===== src/rtl/slrg_pkg.sv =====
// ----------------------------------------------------------------------------
// slrg_pkg
// Types, constants and the generator step for the shuffled lehmer generator
// ----------------------------------------------------------------------------
package slrg_pkg;

    localparam int unsigned WORD_W       = 31;
    localparam int unsigned WARMUP_STEPS = 8;

    localparam logic [14:0]       LCG_MULT = 15'd16807;
    localparam logic [WORD_W-1:0] IM       = 31'h7FFF_FFFF;
    // cap constant 0.99999988 in q0.32
    localparam logic [31:0]       RNMX_Q32 = 32'd4294966781;
    localparam logic [63:0]       CAP_PROD = 64'd4294966781 * 64'd2147483647;
    localparam logic [WORD_W-1:0] CAP_WORD = CAP_PROD[62:32];

    typedef struct packed {
        logic [0:0]        operation;
        logic [WORD_W-1:0] range;
    } t_in_item;

    typedef struct packed {
        logic [WORD_W-1:0] scaled_value;
        logic [WORD_W-1:0] fraction_word;
    } t_out_item;

    localparam logic [0:0] OP_DRAW   = 1'b0;
    localparam logic [0:0] OP_RESEED = 1'b1;

    typedef struct packed {
        logic load_seed;
        logic capture_range;
        logic fill_step;
        logic draw_index;
        logic draw_fix;
        logic draw_swap;
        logic load_out;
    } t_cmd;

    typedef struct packed {
        logic fill_done;
        logic out_blocked;
    } t_status;

    // x * 16807 mod (2^31 - 1), folding the high part back in
    function automatic logic [WORD_W-1:0] lehmer_step(input logic [WORD_W-1:0] x);
        logic [45:0] prod;
        logic [31:0] fold;
        prod = {15'd0, x} * {31'd0, LCG_MULT};
        fold = {17'd0, prod[45:31]} + {1'b0, prod[30:0]};
        if (fold >= {1'b0, IM}) begin
            fold = fold - {1'b0, IM};
        end
        return fold[WORD_W-1:0];
    endfunction

endpackage


===== src/rtl/shuffled_lehmer_random_generator_core.sv =====
// ----------------------------------------------------------------------------
// shuffled_lehmer_random_generator_core
// Lehmer generator mod 2^31-1 with a bays-durham shuffle table and scaling
// ----------------------------------------------------------------------------
//  channel  | direction | handshake          | payload
//  ---------+-----------+--------------------+-----------------------------
//  in       | input     | i_in_valid/o_in_stall   | t_in_item (operation, range)
//  out      | output    | o_out_valid/i_out_stall | t_out_item (scaled, fraction)
//  cfg      | input     | i_cfg_valid/o_cfg_ready | seed, 31 bits
//
//  a draw runs these steps before the next item is taken: accept, step and
//  index estimate, index fix and table read, table write and multiply, scale
//  a reseed runs accept, then 8 warm-up and TABLE_DEPTH fill steps,
//  one generator step per cycle through the single table write port
//  reset clears the controller, generator, last word and seed (to 1)
//  a stalled result holds the final draw step; input takes one item at a time
// ----------------------------------------------------------------------------
module shuffled_lehmer_random_generator_core #(
    parameter int unsigned TABLE_DEPTH = 32
) (
    input  logic                        i_clk,
    input  logic                        i_rst_n,
    input  logic                        i_in_valid,
    output logic                        o_in_stall,
    input  slrg_pkg::t_in_item          i_in_data,
    output logic                        o_out_valid,
    input  logic                        i_out_stall,
    output slrg_pkg::t_out_item         o_out_data,
    input  logic                        i_cfg_valid,
    output logic                        o_cfg_ready,
    input  logic [slrg_pkg::WORD_W-1:0] i_cfg_data
);
    import slrg_pkg::*;

    t_cmd    cmd;
    t_status status;

    assign o_cfg_ready = 1'b1;

    slrg_ctrl u_ctrl (
        .i_clk       (i_clk),
        .i_rst_n     (i_rst_n),
        .i_in_valid  (i_in_valid),
        .i_operation (i_in_data.operation),
        .o_in_stall  (o_in_stall),
        .i_status    (status),
        .o_cmd       (cmd)
    );

    slrg_datapath #(
        .TABLE_DEPTH (TABLE_DEPTH)
    ) u_datapath (
        .i_clk       (i_clk),
        .i_rst_n     (i_rst_n),
        .i_cfg_valid (i_cfg_valid && o_cfg_ready),
        .i_cfg_data  (i_cfg_data),
        .i_range     (i_in_data.range),
        .i_cmd       (cmd),
        .o_status    (status),
        .i_out_stall (i_out_stall),
        .o_out_valid (o_out_valid),
        .o_out_data  (o_out_data)
    );

endmodule


===== src/rtl/slrg_ctrl.sv =====
// ----------------------------------------------------------------------------
// slrg_ctrl
// Sequencer for reseed fill and the draw read-modify-write
// ----------------------------------------------------------------------------
module slrg_ctrl (
    input  logic              i_clk,
    input  logic              i_rst_n,
    input  logic              i_in_valid,
    input  logic [0:0]        i_operation,
    output logic              o_in_stall,
    input  slrg_pkg::t_status i_status,
    output slrg_pkg::t_cmd    o_cmd
);
    import slrg_pkg::*;

    typedef enum logic [5:0] {
        S_IDLE      = 6'b000001,
        S_FILL      = 6'b000010,
        S_DRAW_IDX  = 6'b000100,
        S_DRAW_FIX  = 6'b001000,
        S_DRAW_SWAP = 6'b010000,
        S_DRAW_OUT  = 6'b100000
    } t_state;

    t_state r_state, n_state;
    logic   accept;

    assign o_in_stall = (r_state != S_IDLE);
    assign accept     = i_in_valid && (r_state == S_IDLE);

    always_comb begin
        n_state = r_state;
        o_cmd   = '0;
        case (r_state)
            S_IDLE: begin
                if (accept) begin
                    if (i_operation == OP_RESEED) begin
                        o_cmd.load_seed = 1'b1;
                        n_state         = S_FILL;
                    end else begin
                        o_cmd.capture_range = 1'b1;
                        n_state             = S_DRAW_IDX;
                    end
                end
            end
            S_FILL: begin
                o_cmd.fill_step = 1'b1;
                if (i_status.fill_done) begin
                    n_state = S_IDLE;
                end
            end
            S_DRAW_IDX: begin
                o_cmd.draw_index = 1'b1;
                n_state          = S_DRAW_FIX;
            end
            S_DRAW_FIX: begin
                o_cmd.draw_fix = 1'b1;
                n_state        = S_DRAW_SWAP;
            end
            S_DRAW_SWAP: begin
                o_cmd.draw_swap = 1'b1;
                n_state         = S_DRAW_OUT;
            end
            S_DRAW_OUT: begin
                // hold until the output register is free
                if (!i_status.out_blocked) begin
                    o_cmd.load_out = 1'b1;
                    n_state        = S_IDLE;
                end
            end
            default: begin
                n_state = S_IDLE;
            end
        endcase
    end

    always_ff @(posedge i_clk) begin
        if (!i_rst_n) begin
            r_state <= S_IDLE;
        end else begin
            r_state <= n_state;
        end
    end

endmodule


===== src/rtl/slrg_datapath.sv =====
// ----------------------------------------------------------------------------
// slrg_datapath
// Generator register, shuffle table memory, index and scaling arithmetic
// ----------------------------------------------------------------------------
module slrg_datapath #(
    parameter int unsigned TABLE_DEPTH = 32
) (
    input  logic                          i_clk,
    input  logic                          i_rst_n,
    input  logic                          i_cfg_valid,
    input  logic [slrg_pkg::WORD_W-1:0]   i_cfg_data,
    input  logic [slrg_pkg::WORD_W-1:0]   i_range,
    input  slrg_pkg::t_cmd                i_cmd,
    output slrg_pkg::t_status             o_status,
    input  logic                          i_out_stall,
    output logic                          o_out_valid,
    output slrg_pkg::t_out_item           o_out_data
);
    import slrg_pkg::*;

    localparam int unsigned IDX_W    = $clog2(TABLE_DEPTH);
    localparam int unsigned Q_W      = IDX_W + 1;
    localparam int unsigned CNT_W    = $clog2(TABLE_DEPTH + WARMUP_STEPS);
    localparam logic [63:0] PICK_DIV = 64'd1 + (64'h7FFF_FFFE / TABLE_DEPTH);
    localparam int unsigned RECIP_SH = 38;
    localparam logic [63:0] RECIP    = (64'd1 << RECIP_SH) / PICK_DIV;
    localparam int unsigned QP_W     = RECIP_SH + Q_W;
    localparam int unsigned BND_W    = 40;

    logic [WORD_W-1:0] r_seed;
    logic [WORD_W-1:0] r_gen;
    logic [WORD_W-1:0] r_last;
    logic [WORD_W-1:0] r_range;
    logic [CNT_W-1:0]  r_cnt;
    logic [Q_W-1:0]    r_q;
    logic [IDX_W-1:0]  r_idx;
    logic [WORD_W-1:0] r_rd_data;
    logic              r_capped;
    logic [WORD_W-1:0] r_word;
    logic [62:0]       r_prod;
    logic              r_out_valid;
    t_out_item         r_out;

    logic [WORD_W-1:0] mem [TABLE_DEPTH];

    logic [WORD_W-1:0] gen_next;
    logic [QP_W-1:0]   q_prod;
    logic [BND_W-1:0]  bound;
    logic [Q_W-1:0]    q_fix;
    logic [IDX_W-1:0]  idx_c;
    logic              mem_we;
    logic [IDX_W-1:0]  mem_waddr;
    logic [WORD_W-1:0] mem_wdata;
    logic              capped_c;
    logic [31:0]       mul_a;
    logic [WORD_W-1:0] red_hi;
    logic [31:0]       red_sum;
    logic [31:0]       quot;
    t_out_item         out_c;

    assign gen_next = lehmer_step(r_gen);

    assign o_status.fill_done   = (r_cnt == '0);
    assign o_status.out_blocked = r_out_valid && i_out_stall;

    // reciprocal estimate, low by at most one
    assign q_prod = QP_W'(r_last) * QP_W'(RECIP);

    always_comb begin
        bound = BND_W'(r_q + Q_W'(1)) * BND_W'(PICK_DIV);
        q_fix = r_q;
        if (BND_W'(r_last) >= bound) begin
            q_fix = r_q + Q_W'(1);
        end
        if (q_fix >= Q_W'(TABLE_DEPTH)) begin
            q_fix = Q_W'(TABLE_DEPTH - 1);
        end
        idx_c = q_fix[IDX_W-1:0];
    end

    always_comb begin
        mem_we    = 1'b0;
        mem_waddr = r_idx;
        mem_wdata = r_gen;
        if (i_cmd.fill_step && (r_cnt < CNT_W'(TABLE_DEPTH))) begin
            mem_we    = 1'b1;
            mem_waddr = r_cnt[IDX_W-1:0];
            mem_wdata = gen_next;
        end else if (i_cmd.draw_swap) begin
            mem_we = 1'b1;
        end
    end

    always_ff @(posedge i_clk) begin
        if (mem_we) begin
            mem[mem_waddr] <= mem_wdata;
        end
        if (i_cmd.draw_fix) begin
            r_rd_data <= mem[idx_c];
        end
    end

    assign capped_c = (r_rd_data > CAP_WORD);
    assign mul_a    = capped_c ? RNMX_Q32 : {1'b0, r_rd_data};

    // divide by the mersenne modulus: q = hi + carries of (hi + lo)
    always_comb begin
        red_hi  = r_prod[61:31];
        red_sum = {1'b0, red_hi} + {1'b0, r_prod[30:0]};
        quot    = {1'b0, red_hi};
        if (red_sum >= {1'b0, IM}) begin
            quot = quot + 32'd1;
        end
        if (red_sum >= {IM, 1'b0}) begin
            quot = quot + 32'd1;
        end
        if (r_capped) begin
            out_c.scaled_value  = r_prod[62:32];
            out_c.fraction_word = CAP_WORD;
        end else begin
            out_c.scaled_value  = quot[WORD_W-1:0];
            out_c.fraction_word = r_word;
        end
    end

    always_ff @(posedge i_clk) begin
        if (i_cmd.capture_range) begin
            r_range <= i_range;
        end
        if (i_cmd.draw_index) begin
            r_q <= q_prod[RECIP_SH +: Q_W];
        end
        if (i_cmd.draw_fix) begin
            r_idx <= idx_c;
        end
        if (i_cmd.draw_swap) begin
            r_capped <= capped_c;
            r_word   <= r_rd_data;
            r_prod   <= 63'(mul_a) * 63'(r_range);
        end
        if (i_cmd.load_seed) begin
            r_cnt <= CNT_W'(TABLE_DEPTH + WARMUP_STEPS - 1);
        end else if (i_cmd.fill_step && (r_cnt != '0)) begin
            r_cnt <= r_cnt - CNT_W'(1);
        end
        if (i_cmd.load_out) begin
            r_out <= out_c;
        end
    end

    always_ff @(posedge i_clk) begin
        if (!i_rst_n) begin
            r_seed      <= WORD_W'(1);
            r_gen       <= '0;
            r_last      <= '0;
            r_out_valid <= 1'b0;
        end else begin
            if (i_cfg_valid) begin
                r_seed <= i_cfg_data;
            end
            if (i_cmd.load_seed) begin
                r_gen <= r_seed;
            end else if (i_cmd.fill_step || i_cmd.draw_index) begin
                r_gen <= gen_next;
            end
            // entry 0 is written by the final fill step
            if (i_cmd.fill_step && (r_cnt == '0)) begin
                r_last <= gen_next;
            end else if (i_cmd.draw_swap) begin
                r_last <= r_rd_data;
            end
            if (i_cmd.load_out) begin
                r_out_valid <= 1'b1;
            end else if (!i_out_stall) begin
                r_out_valid <= 1'b0;
            end
        end
    end

    assign o_out_valid = r_out_valid;
    assign o_out_data  = r_out;

endmodule


===== config.mk =====
export PLATFORM = sky130hd
export DESIGN_NAME = shuffled_lehmer_random_generator_core
export DESIGN_NICKNAME = d
export VERILOG_FILES = /design/src/rtl/slrg_pkg.sv /design/src/rtl/shuffled_lehmer_random_generator_core.sv /design/src/rtl/slrg_ctrl.sv /design/src/rtl/slrg_datapath.sv
export SDC_FILE = /design/constraint.sdc
export NUM_CORES = 2
export LEC_CHECK = 0
export BUFFER_PORTS_ARGS = -buffer_cell sky130_fd_sc_hd__buf_2
export CAP_MARGIN = 5
export CORE_MARGIN = 4
export CORE_UTILIZATION = 34
export DETAILED_ROUTE_END_ITERATION = 16
export SLEW_MARGIN = 10
export SYNTH_ARGS = -nofsm -noshare
export SYNTH_HDL_FRONTEND = slang
export SYNTH_SLANG_ARGS = --single-unit

===== constraint.sdc =====
create_clock -name i_clk -period 18.5 [get_ports i_clk]
set_input_delay 3.7 -clock i_clk [delete_from_list [all_inputs] [get_ports i_clk]]
set_output_delay 3.7 -clock i_clk [all_outputs]
set_load 0.005 [all_outputs]

==> flow_summary.json <==
{
  "status": "complete, no violations",
  "cp_common_cell": "fa_1",
  "worst_slew_pin_slew_ns": 1.25,
  "gr-usage-met1_pct": 26.2,
  "grt_antenna_before_repair": 8,
  "chipHeight_um": 540,
  "cts_num_sinks": 1327,
  "combPwrFrac_pct": 63.9,
  "p_int_uw": 10500,
  "slew-limit-headroom_pct": 16.9,
  "gr-usage-met3_pct": 2.97,
  "start_kind": "flop",
  "grt_pass1_vias": 64600,
  "path_buf_inv": 4,
  "io-pin-count": 133,
  "synth_cell_types": 112,
  "wl_per_cell_um": 24.6,
  "drive_gt1_share_pct": 12.9,
  "path_class": "flop to flop",
  "die_width_um": 540,
  "fin_setup_tns_ns": 0,
  "multiInputGateArea_um2": 52200,
  "async_reset_ff_share_pct": 0,
  "dp_hpwl_um": 198000,
  "synth_cells": 7735,
  "worstSkewPairLatency_ns": 0.81,
  "synth.avg_cell_area_um2": 12.4,
  "met2_usage_pct": 32.1,
  "post_cts_resized": 0,
  "grt_pass1_wl_um": 426000,
  "grt-ovfl-total": 0,
  "crit_slowest_cell": "o21ai_2",
  "critPathArrivalTime_ns": 12.70,
  "cts_htree_levels": 4,
  "fin_hold_ws_ns": 0.471,
  "synth_edf_count": 1221,
  "finalSetupViolCount": 0,
  "max_freq_ghz": 0.0815,
  "p_per_area_nw_per_um2": 174,
  "cts_tree": "built",
  "grt_max_degree": 80,
  "num-fill-cells": 26900,
  "seq_area_um2": 38800,
  "max_cap_viol_count": 0,
  "portBuffers": 131,
  "required_ns": 18.92,
  "setup_slack_ns": 6.22,
  "cpPeakStageDelay_ns": 0.85,
  "gp_congestion": 0.983,
  "fin_skew_ns": 0.0997,
  "synth_largest_area_cell": "edfxtp_1",
  "grt_setup_unrepaired": "no",
  "seqPwrFrac_pct": 21.1,
  "drc_errors": 0,
  "synth-main-ff-cell": "edfxtp_1",
  "final_cell_area_um2": 106000,
  "hold_viol": 0,
  "cts_setup_buffers": 0,
  "ys_seq_area_share_pct": 40.3,
  "cts-hold-fix-buffers": 0,
  "track_usage_pct": 19.4,
  "core_um2": 282000,
  "initial_utilization_pct": 34.1,
  "drv_slew": 0,
  "viasPerCell": 5.34,
  "synth.area.top_cells": "edfxtp_1 38%, fa_1 21%, mux4_2 7.3%, ha_1 6.5%, inv_1 4.3%",
  "finalCritPeriodShare_pct": 66.4,
  "yosys_warnings": 0,
  "ant_nets": 0,
  "ys_ff_latch": 1327,
  "p_sw_uw": 8020,
  "syn-num-nets": 9303,
  "final_core_util_pct": 37.6,
  "dpl_cell_area_um2": 102000,
  "netSwitchingFraction_pct": 43.4,
  "mostFrequentLayoutCells": "1221 x edfxtp_1, 1110 x inv_1, 1001 x fa_1",
  "cts.clk_slew.worst_paths_ns": 0.07,
  "grt_most_used_layer": "met2",
  "irDropWorstVdd_mv": 0.423,
  "yosysTopAreaCellShare_pct": 38.1,
  "drt_iter0_markers": 5603,
  "pre_cts_ws_ns": 6.28,
  "drt_wl_total_um": 285000,
  "hold_class": "flop to flop",
  "p_leak_uw": 0.0431,
  "syn_area_um2": 96200,
  "worstPathMaxFanout": 32,
  "critPathCaptureType": "flop",
  "fin_nets": 9342,
  "placementRows": 195,
  "mostFrequentLayoutCell": "edfxtp_1",
  "cts.path.max_buffers": 4,
  "vias": 62000,
  "period_minus_slack_ns": 12.28,
  "drtPass1Iterations": 5,
  "clock_power_share_pct": 15.0,
  "cp_top_family": "compound AO/OA/AOI/OAI gates",
  "die_area_um2": 292000,
  "cts_buffers": 145,
  "cts_root_buffer": "clkbuf_16",
  "syn2layout_area_growth_pct": 10.2
}
-- per-layer routing --
layer / routed length (µm) / part of all wire, % / vias to the layer above
met2: 137000 / 48 / 2408
met3: 20300 / 7.1 / 436
li1: - / - / 26600
met5: 13 / 0.0046 / -
met1: 118000 / 41 / 32600
met4: 9510 / 3.3 / 2
-- power by group through the flow --
stage               Combinational [µW]  Clock [µW]  Sequential (µW)
floorplan                         8650           0             3960
global placement                 11600           0             3970
detailed placement               11700           0             3970
CTS                              11800        2830             3910
global route                     13300        2950             3910
finish                           11800        2770             3910
-- registers in the layout, summed over array words and instances (netlist names), 31 cells and up --
signal / flops
u_datapath.mem: 992
u_datapath.r_prod: 63
u_datapath.o_out_data: 62
u_datapath.r_gen: 31
u_datapath.r_last: 31
u_datapath.r_range: 31
u_datapath.r_rd_data: 31
u_datapath.r_seed: 31
u_datapath.r_word: 31
-- cells in the mapped netlist (all sizes together) (45+ instances only) --
| cell | n |
|---|---|
| nor3 | 77 |
| clkbuf | 304 |
| nor2 | 218 |
| buf | 78 |
| xnor2 | 130 |
| xor2 | 45 |
| and3 | 48 |
| dfxtp | 106 |
| nand4 | 47 |
| mux4 | 310 |
| a21o | 70 |
| nand2 | 747 |
| fa | 1001 |
| nand3 | 112 |
| and2 | 552 |
| inv | 1112 |
| ha | 499 |
| o21ai | 152 |
| a21oi | 174 |
| or2 | 53 |
| edfxtp | 1221 |
-- area by class of cell --
| class | count | share of cell area, % |
|---|---|---|
| clock inverter | 61 | 0.459 |
| sequential | 1327 | 36.6 |
| inverter | 1114 | 3.95 |
| antenna | 3 | 0.00708 |
| tap | 3743 | 4.42 |
| timing repair buffer | 274 | 1.64 |
| multi-input combinational | 4912 | 49.3 |
| clock buffer | 180 | 3.68 |
-- logic make-up (layout without fill, tap and decap cells) --
kind of cell,count (synthesis),in the layout,synth area share [%]
XOR/XNOR,175,175,1.61
AO/OA/AOI/OAI,792,792,5.70
flip-flops,1327,1327,40.3
buffers and inverters,1496,1629,5.91
other,1,4,0.00390
adder cells (fa/ha/maj),1500,1500,27.3
multiplexers,392,392,8.16
AND/OR/NAND/NOR,2052,2052,11.0
-- through the flow --
stage	total power (µW)	cells
finish	18500	11600
global route	20200	11600
CTS	18600	11600
detailed placement	15700	11400
global placement	15600	11400
floorplan	12600	7735
-- worst paths after layout --
kind / to / slack, ns / from / cells after the start
worst max-delay path: u_datapath.mem[29][4] / 6.22 / u_datapath.r_gen[18] / 38
worst min-delay path: u_datapath.r_q[0] / 0.47 / u_datapath.r_last[26] / 0
worst max register to register: u_datapath.mem[29][4] / 6.22 / u_datapath.r_gen[18] / 38
worst min register to register: u_datapath.r_q[0] / 0.47 / u_datapath.r_last[26] / 0
Power figures use the tool's default switching activity.
